File: src/hdl/matrix3x3_inverse_assert.svh
// Assertion macros for the 3x3 matrix inverse block.
// Included by the top level; no other dependencies.
`ifndef MATRIX3X3_INVERSE_ASSERT_SVH
`define MATRIX3X3_INVERSE_ASSERT_SVH
`ifndef SYNTHESIS
// Same-cycle implication, disabled while reset is asserted.
`define MI3_ASSERT_IMP(label, clk, rstn, ante, cons) \
    label: assert property (@(posedge clk) disable iff (!(rstn)) (ante) |-> (cons)) \
        else $error("matrix3x3_inverse: implication check failed");
// Next-cycle implication, disabled while reset is asserted.
`define MI3_ASSERT_NXT(label, clk, rstn, ante, cons) \
    label: assert property (@(posedge clk) disable iff (!(rstn)) (ante) |=> (cons)) \
        else $error("matrix3x3_inverse: next-cycle check failed");
`else
`define MI3_ASSERT_IMP(label, clk, rstn, ante, cons)
`define MI3_ASSERT_NXT(label, clk, rstn, ante, cons)
`endif
`endif

File: src/hdl/mi3_pkg.sv
// Shared types, widths, index tables and helpers for the 3x3 matrix inverse.
// No dependencies.
`timescale 1ns / 1ps
package mi3_pkg;

    localparam int ENT_W  = 32;             // Q16.16 entry
    localparam int N_ENT  = 9;
    localparam int N_DET  = 6;              // Sarrus terms
    localparam int PROD_W = 2 * ENT_W;      // pair product
    localparam int ADJ_W  = PROD_W + 1;     // difference of two products
    localparam int AMAG_W = PROD_W;         // adjugate magnitude
    localparam int SHF_W  = 32;             // numerator scale
    localparam int NUM_W  = AMAG_W + SHF_W;
    localparam int DET_W  = 97;             // signed determinant
    localparam int DMAG_W = DET_W - 1;
    localparam int QUO_W  = 33;             // quotient bits kept
    localparam int CMP_W  = DMAG_W + QUO_W;

    typedef logic signed [ENT_W-1:0] ent_t;
    typedef ent_t [N_ENT-1:0] mat_t;

    typedef struct packed {
        ent_t m00; ent_t m01; ent_t m02;
        ent_t m10; ent_t m11; ent_t m12;
        ent_t m20; ent_t m21; ent_t m22;
    } in_t;

    typedef struct packed {
        ent_t r00; ent_t r01; ent_t r02;
        ent_t r10; ent_t r11; ent_t r12;
        ent_t r20; ent_t r21; ent_t r22;
        logic singular;
        logic saturated;
    } out_t;

    // Handoff from the front end to the divider.
    typedef struct packed {
        logic                          valid;
        mat_t                          orig;
        logic                          zero;
        logic                          dneg;
        logic [N_ENT-1:0]              aneg;
        logic [N_ENT-1:0][AMAG_W-1:0]  amag;
        logic [DMAG_W-1:0]             dmag;
    } front_t;

    // One stage of the pipelined divider.
    typedef struct packed {
        logic                          valid;
        mat_t                          orig;
        logic                          zero;
        logic                          dneg;
        logic [N_ENT-1:0]              aneg;
        logic [N_ENT-1:0]              ovf;
        logic [DMAG_W-1:0]             dmag;
        logic [N_ENT-1:0][NUM_W-1:0]   rem;
        logic [N_ENT-1:0][QUO_W-1:0]   quo;
    } dstage_t;

    // Row-major entry positions of the six Sarrus terms.
    localparam int DET_IDX [N_DET][3] = '{
        '{0, 4, 8}, '{3, 7, 2}, '{6, 1, 5}, '{0, 7, 5}, '{6, 4, 2}, '{3, 1, 8}
    };
    // Adjugate entry k is a*b - c*d over these positions.
    localparam int ADJ_IDX [N_ENT][4] = '{
        '{4, 8, 5, 7}, '{2, 7, 1, 8}, '{1, 5, 2, 4},
        '{5, 6, 3, 8}, '{0, 8, 2, 6}, '{2, 3, 0, 5},
        '{3, 7, 4, 6}, '{1, 6, 0, 7}, '{0, 4, 1, 3}
    };

    function automatic mat_t in_to_mat(input in_t d);
        mat_t m;
        m[0] = d.m00; m[1] = d.m01; m[2] = d.m02;
        m[3] = d.m10; m[4] = d.m11; m[5] = d.m12;
        m[6] = d.m20; m[7] = d.m21; m[8] = d.m22;
        return m;
    endfunction

endpackage

File: src/hdl/mi3_skid.sv
// Output register plus a skid entry; the pipeline stalls once backpressure fills it.
// Depends on mi3_pkg.
`timescale 1ns / 1ps
module mi3_skid (
    input  logic          aclk,
    input  logic          aresetn,
    output logic          en,
    input  logic          in_valid,
    input  mi3_pkg::out_t in_data,
    output logic          m_valid,
    input  logic          m_ready,
    output mi3_pkg::out_t m_data,
    output logic          full
);
    import mi3_pkg::*;

    logic main_v_reg, skid_v_reg;
    out_t main_reg, skid_reg;

    // The pipeline advances whenever the skid entry is free.
    assign en      = !skid_v_reg;
    assign m_valid = main_v_reg;
    assign m_data  = main_reg;
    assign full    = skid_v_reg;

    always_ff @(posedge aclk) begin
        if (!aresetn) begin
            main_v_reg <= 1'b0;
            skid_v_reg <= 1'b0;
        end else if (skid_v_reg) begin
            // Main is full; drain the skid entry on a transfer.
            if (m_ready) begin
                skid_v_reg <= 1'b0;
            end
        end else if (!main_v_reg || m_ready) begin
            main_v_reg <= in_valid;
        end else if (in_valid) begin
            skid_v_reg <= 1'b1;
        end
    end

    always_ff @(posedge aclk) begin
        if (skid_v_reg) begin
            if (m_ready) begin
                main_reg <= skid_reg;
            end
        end else if (!main_v_reg || m_ready) begin
            main_reg <= in_data;
        end else begin
            skid_reg <= in_data;
        end
    end

endmodule

File: config.mk
export PLATFORM = sky130hd
export DESIGN_NAME = mi3_skid
export DESIGN_NICKNAME = d
export VERILOG_FILES = /design/src/hdl/matrix3x3_inverse_assert.svh /design/src/hdl/mi3_pkg.sv /design/src/hdl/mi3_skid.sv
export SDC_FILE = /design/constraint.sdc
export NUM_CORES = 1
export LEC_CHECK = 0
export BUFFER_PORTS_ARGS = -buffer_cell sky130_fd_sc_hd__buf_2
export CAP_MARGIN = 20
export CORE_MARGIN = 2
export CORE_UTILIZATION = 34
export DETAILED_ROUTE_END_ITERATION = 10
export MAX_ROUTING_LAYER = met4
export PLACE_DENSITY = 0.58
export SLEW_MARGIN = 20
export SYNTH_ARGS = -nofsm -noshare
export SYNTH_HDL_FRONTEND = slang
export SYNTH_SLANG_ARGS = --single-unit
File: constraint.sdc
create_clock -name aclk -period 26.3 [get_ports aclk]
set_clock_uncertainty 0.05 [all_clocks]
set_input_delay 3.945 -clock aclk [delete_from_list [all_inputs] [get_ports aclk]]
set_output_delay 3.945 -clock aclk [all_outputs]
set_load 0.005 [all_outputs]
# Word level (Yosys, flattened, before mapping)
# Index checks and enable logic that the tools add are counted.
[word_totals]
n_memories = 0
latch_bits = 0
wordCells = 41
mem_bits_rw = 0
output_inout_bits = 293
regBits = 582
rom_bits = 0
[classes]
div_mod_pow = 0
n_reduce_logical = 7
muxes = 7
multipliers = 0
bitwise = 2
n_eq_ne = 1
n_shift = 0
addsub = 0
magnitude_cmp = 0
[op_table]
columns = ["operator", "count"]
rows = [
  ["290-bit 2-to-1 mux", 3],
  ["2-bit AND reduction", 3],
  ["1-bit 2-to-1 mux", 4],
  ["1-bit zero test", 2],
  ["2-bit != test, second input constant", 1],
  ["1-bit NOT", 2],
  ["2-bit nonzero test", 1],
  ["1-bit logical OR", 1],
]

# Logic depth before layout (Yosys ltp)
# Gate-level depths: netlist of the first run.
[depth]
depth_word = 4
ltp_mapped = 5

# Worst setup path after synthesis of the first run
# No wires, ideal clock.
[synth_timing]
kind = "input-to-reg"
from = "input m_ready"
to = "register skid_reg[0] in the netlist's numbering, enable pin"
path_slack_ps = 214
n_path_buf = 0
t_required_ps = 24894
setup_time_ps = 1356
path_stages = 1
arrival_ps = 24680
cell_sequence = "nor3b_1"
[synth_via]
elab_chain_cells = 3
[synth_lines]
columns = ["item", "line", "rtl"]
rows = [
  ["start: declaration", "mi3_skid.sv:11", "input logic m_ready,"],
  ["1-bit logical OR", "mi3_skid.sv:47", "end else if (!main_v_reg || m_ready) begin"],
  ["1-bit NOT (no line)", "n/a", ""],
  ["2-bit AND reduction (no line)", "n/a", ""],
  ["end signal: assignment", "mi3_skid.sv:50", "skid_reg <= in_data;"],
  ["end: declaration", "mi3_skid.sv:18", "out_t main_reg, skid_reg;"],
]
# Every way passes these cells.
# A chain may end at the register's enable or synchronous reset.

# Worst setup path in the final report of the first run
[layout_timing]
from = "register skid_v_reg (netlist: full)"
to = "output en"
[layout_via]
elab_chain_cells = 1
[layout_lines]
columns = ["item", "line", "rtl"]
rows = [
  ["start: declaration", "mi3_skid.sv:17", "logic main_v_reg, skid_v_reg;"],
  ["start signal: assignment", "mi3_skid.sv:29", "skid_v_reg <= 1'b0;"],
  ["start signal: assignment", "mi3_skid.sv:33", "skid_v_reg <= 1'b0;"],
  ["start signal: assignment", "mi3_skid.sv:38", "skid_v_reg <= 1'b1;"],
  ["1-bit zero test", "mi3_skid.sv:21", "assign en = !skid_v_reg;"],
  ["end: declaration", "mi3_skid.sv:7", "output logic en,"],
]
# Every way passes these cells.

==> impl_metrics.yaml, run 1 <==
logic_synthesis:
  ys_ff_latch: 582
  synth_area_leaders: "edfxtp_1 79%, mux2_4 16%, mux2_2 2.8%"
  syn-num-nets: 1208
  syn_inst: 914
  yosysTopAreaCellShare_pct: 79.17
  yosysWarnings: 0
  ys_types: 14
  netlist_area_sq_mm: 0.02200
  synth.avg_cell_area_sq_um: 24.07
  yosys.area.top_type: "edfxtp_1"
  synth_seq_area_share_pct: 79.35
setup_path:
  worstPathArrival_ns: 2.30
  path_delay_family: "buffers and inverters"
  endpoint_kind: "primary output"
  slowest_delay_ns: 0.80
  cp.required_ns: 22.31
  crit_type: "reg -> out"
  cp_slowest_cell: "dfxtp_4"
  critPathLaunchType: "flip-flop"
  critPathBufInv: 3
  path_max_fanout: 44
  critical_path.cell_chain: "buf_4, inv_1, buf_2"
routing:
  drt_iter0_drc: 744
  met1Wirelength_mm: 18.91
  drtPass1Iterations: 4
  dr.max_layer_used: "met4"
  drcViolationCount: 0
  wirelength_mm: 49.18
  ant_nets: 0
  detail_route.vias_per_cell: 4.401
  post_drt_wl_per_cell_microns: 19.93
  wl_met2_mm: 23.95
  vias: 10860
  wl_met3_mm: 4.882
placed_design:
  dp_cells: 2332
  place.gp.congestion: 0.8364
  placedInstanceArea_sq_mm: 0.02579
  dpl.hpwl_mm: 33.24
  io_buffers: 586
clock_network:
  root_buffer: "clkbuf_16"
  cts.clk_slew.worst_paths_ns: 0.06
  cts_resized: 0
  htreeDepth: 3
  cts_buffers: 67
  cts_sinks: 582
  clk_latency_ns: 0.60
  post_cts_buffers: 0
  cts_tree: "done"
  ctsHoldBuffers: 0
  clock_path_buffers: 3
job:
  cap_violations: 0
sta:
  drv_slew: 0
  setup_tns_ns: 0
  min_period_ns: 6.298
  setup_viol: 0
  worst_pin_slew_ns: 1.168
  relSlewSlack_pct: 22.11
  rsz0062_at_grt: "false"
  fmax_ghz: 0.1588
  final-hold-violation-count: 0
  min_period_over_period_pct: 23.95
  timing.hold.ws_ns: 0.4871
global_route:
  grt_pass1_vias: 11450
  grt_max_degree: 158
  grt_overflow: 0
  track_usage_pct: 14.56
  grt_pass1_wl_mm: 71.16
  grt_antenna_before_repair: 15
floorplan:
  start_util_pct: 34.25
  core_sq_mm: 0.06423
  die_width_microns: 258.4
  boundaryPins: 587
  die-height_microns: 258.4
  row_count: 93
  dieArea_sq_mm: 0.06675
min_path:
  hold_path.class: "reg -> reg"
pwr:
  peakVddDrop_mv: 0.04578
  intPower_w: 0.001691
  sw_frac_of_total_pct: 21.76
  clockPowerShare_pct: 41.4
  comb_power_share_pct: 7.3
  switching_power_w: 0.0004701
  power_density_mw_per_mm2: 77.26
  power_frac_seq_pct: 51.4
  power.leakage_nw: 10.92
final_layout:
  areaGrowthSynthToFinish_pct: 27.15
  layout_commonest_cell: "buf_2"
  finalNetCount: 1840
  fin_area_sq_mm: 0.02797
  final_cell_mix: "586 x buf_2, 580 x edfxtp_1, 235 x mux2_4"
  drive_gt1_share_pct: 61.79
  final_cells: 2467
run_status:
  status: "completed"
## cell usage after synthesis (all sizes together)
library cell,instances
inv,1
dfxtp,2
buf,33
o21bai,1
nor3b,2
a21oi,1
edfxtp,580
nand3b,1
nor2b,1
nand2,1
mux2,290
o21ai,1
## worst paths after layout
check           endpoint     startpoint  slack (ns)  cells after the start
min          m_data[199]  skid_reg[199]        0.49                      1
min reg2reg  m_data[199]  skid_reg[199]        0.49                      1
max reg2reg  m_data[128]           full       22.62                      3
max                   en           full       20.00                      3
## stage by stage
stage                     total power, W  utilization [%]  setup WS [ns]
after floorplan                 0.001225                -         0.2140
after global placement          0.001286            40.16          19.54
after detailed placement        0.001290            40.16          19.47
after CTS                       0.002197            43.49          19.91
after global routing            0.002242            43.55          19.86
final                           0.002161            43.55          20.00
## cell families after synthesis
kind of cell,after synthesis,share of synthesized area (%)
muxes,290,18.85
DFF,582,79.35
and+or+nand+nor,5,0.1479
buffers and inverters,34,1.564
AOI/OAI and AO/OA,3,0.07960
## area by class of cell
type / count / area [sq um]
Multi-Input combinational cell: 298 / 4214
Sequential cell: 582 / 17460
Tap cell: 855 / 1070
Antenna cell: 13 / 32.53
Clock buffer: 82 / 1774
Clock inverter: 40 / 366.6
Timing Repair Buffer: 596 / 3049
Fill cell: 5736 / 36260
Inverter: 1 / 3.754
## power groups by stage
stage / sequential (W) / combinational [W] / clock, W
after floorplan: 0.00116 / 0.0000651 / 0
after global placement: 0.00113 / 0.000157 / 0
after detailed placement: 0.00113 / 0.000160 / 0
after CTS: 0.00111 / 0.000161 / 0.000926
after global routing: 0.00112 / 0.000170 / 0.000958
final: 0.00111 / 0.000157 / 0.000895
## metal layers
layer	track usage (%)	vias up
met5	-	-
met4	5.556	0
li1	-	4962
met2	23.31	413
met3	6.084	95
met1	16.20	5388
Note: power is estimated with default switching activity, not from simulation.
==> inputs of run 2 (changes only) <==
Settings changed: ABC_AREA from default to 1.
Clock period 26.3 ns to 5.2 ns, I/O delays scaled along.
==> impl_metrics.yaml, run 2 <==
logic_synthesis:
  yosysTopAreaCellShare_pct: 81.99
  synth_flop_cell: "edfxtp_1"
  synth_common_cells: "877 x nand2_1, 580 x edfxtp_1, 31 x buf_2"
  synth_enable_flop_cells: 580
  yosysMostFrequentCell: "nand2_1"
  syn-num-nets: 1825
  synth_seq_area_share_pct: 82.18
  ys_types: 11
  ys_ff_latch: 582
  netlist_area_sq_mm: 0.02124
  synth_area_leaders: "edfxtp_1 82%, nand2_1 15%, buf_6 0.74%"
  yosysWarnings: 0
  yosys.area.top_type: "edfxtp_1"
  syn_inst: 1531
  synthArstFlopShare_pct: 0
  synth.avg_cell_area_sq_um: 13.88
min_path:
  min_from: "in_data[206]"
  hold_depth: 1
  hold_end: "skid_reg[206]"
  hold_path.class: "in -> reg"
routing:
  post_drt_wl_per_cell_microns: 17.45
  detail_route.vias_per_cell: 4.369
  ant_nets: 0
  wirelength_mm: 52.90
  drcViolationCount: 0
  drtPass1Iterations: 5
  drt_iter0_drc: 848
  vias: 13240
global_route:
  grt_antenna_before_repair: 17
  use_met2_pct: 26.07
  grt_busiest_layer: "met2"
  grtUsageMet3_pct: 4.732
  grt_pass1_vias: 13280
  grt_pass1_wl_mm: 77.36
  grt_max_degree: 149
  met1_usage_pct: 18.97
  track_usage_pct: 16.14
  grt_overflow: 0
final_layout:
  areaGrowthSynthToFinish_pct: 27.51
  fin_area_sq_mm: 0.02709
  drive_gt1_share_pct: 31.80
  fill_cells: 5776
  layout_commonest_cell: "nand2_1"
  finalNetCount: 2423
  final_cell_mix: "876 x nand2_1, 586 x buf_2, 580 x edfxtp_1"
setup_path:
  path_max_fanout: 146
  cp.required_ns: 4.37
  endpoint_kind: "primary output"
  r2r-start: "full"
  setup.worst_path.start: "full"
  critical_path.cell_chain: "inv_8, buf_2"
  critPathLaunchType: "flip-flop"
  cp_slowest_cell: "dfxtp_4"
  r2r_slack_ns: 2.35
  reg2reg_to: "m_data[106]"
  crit_type: "reg -> out"
  worstPathArrival_ns: 2.23
  slowest_delay_ns: 0.82
  ff2ff_path_depth: 4
floorplan:
  boundaryPins: 587
  start_util_pct: 34.42
  core_sq_mm: 0.06171
  dieArea_sq_mm: 0.06450
  die_width_microns: 254.0
  row_count: 91
  die-height_microns: 254.0
clock_network:
  cts_tree: "done"
  cts_sinks: 582
  clk_latency_ns: 0.60
  clock_path_buffers: 3
  cts_resized: 0
  cts.clk_slew.worst_paths_ns: 0.06
  root_buffer: "clkbuf_16"
  post_cts_buffers: 0
  htreeDepth: 2
  cts_buffers: 60
  ctsHoldBuffers: 0
sta:
  min_period_over_period_pct: 58.86
  drv_slew: 0
  relSlewSlack_pct: 28.79
  fmax_ghz: 0.3267
  worst_pin_slew_ns: 1.068
  setup_tns_ns: 0
  final-hold-violation-count: 0
  setup_viol: 0
  rsz0062_at_grt: "false"
  min_period_ns: 3.061
placed_design:
  place.gp.congestion: 0.8072
  dpl.hpwl_mm: 35.07
  io_buffers: 586
  placedInstanceArea_sq_mm: 0.02497
job:
  cap_violations: 0
pwr:
  peakVddDrop_mv: 0.2403
  power_density_mw_per_mm2: 395.7
  power.leakage_nw: 11.58
run_status:
  status: "completed"
[run 2: final cells by class]
type / instances / area (sq um) / share of cell area (%)
Timing Repair Buffer: 601 / 3141 / 11.59
Clock buffer: 71 / 1564 / 5.774
Sequential cell: 582 / 17460 / 64.46
Antenna cell: 15 / 37.54 / 0.1386
Multi-Input combinational cell: 881 / 3331 / 12.30
Tap cell: 837 / 1047 / 3.866
Clock inverter: 41 / 484.2 / 1.788
Inverter: 3 / 22.52 / 0.08314
[run 2: kinds of logic (layout without fill, tap and decap cells)]
| group | Yosys count | after routing | share of synthesized area (%) |
|---|---|---|---|
| compound gates | 2 | 2 | 0.04707 |
| other cells | 0 | 15 | 0 |
| flops | 582 | 582 | 82.18 |
| simple gates | 879 | 879 | 15.53 |
| buf+inv | 68 | 716 | 2.244 |
[run 2: worst max-delay path by stage]
stage	cells past startpoint	end
3_5_place_dp	4	m_data[117]
2_1_floorplan	3	m_data[0]
3_3_place_gp	4	m_data[109]
6_report	2	en
4_1_cts	2	en
5_1_grt	2	en
[run 2: per-stage QoR]
stage	worst slack [ns]	hold slack, ns	util, %	instances	total power, W
detailed placement	2.348	0.4508	40.47	2903	0.006379
floorplan	-0.5655	0.4405	-	1531	0.005937
finish	2.139	0.3105	43.89	3031	0.01072
global route	1.981	0.2744	43.89	3031	0.01111
CTS	2.042	0.2670	43.79	3015	0.01085
global placement	2.383	0.4474	40.47	2903	0.006361
[run 2: metal layers]
metal / vias to the layer above / wire, microns
met5: - / 0
met4: 0 / 1774
met3: 105 / 4175
met2: 453 / 26500
met1: 6276 / 20440
li1: 6408 / -
[run 2: power breakdown]
group | leakage, nW | switching [W] | internal [W]
Clock | 0.986 | 0.00177 | 0.00268
Combinational | 4.90 | 0.000412 | 0.000276
Sequential | 5.69 | 0.0000795 | 0.00550
[run 2: worst max-delay path: cells and delay by family, from the launching register on]
kind | cells | cell delay (ns)
buffers and inverters | 2 | 0.70
DFF | 1 | 0.82
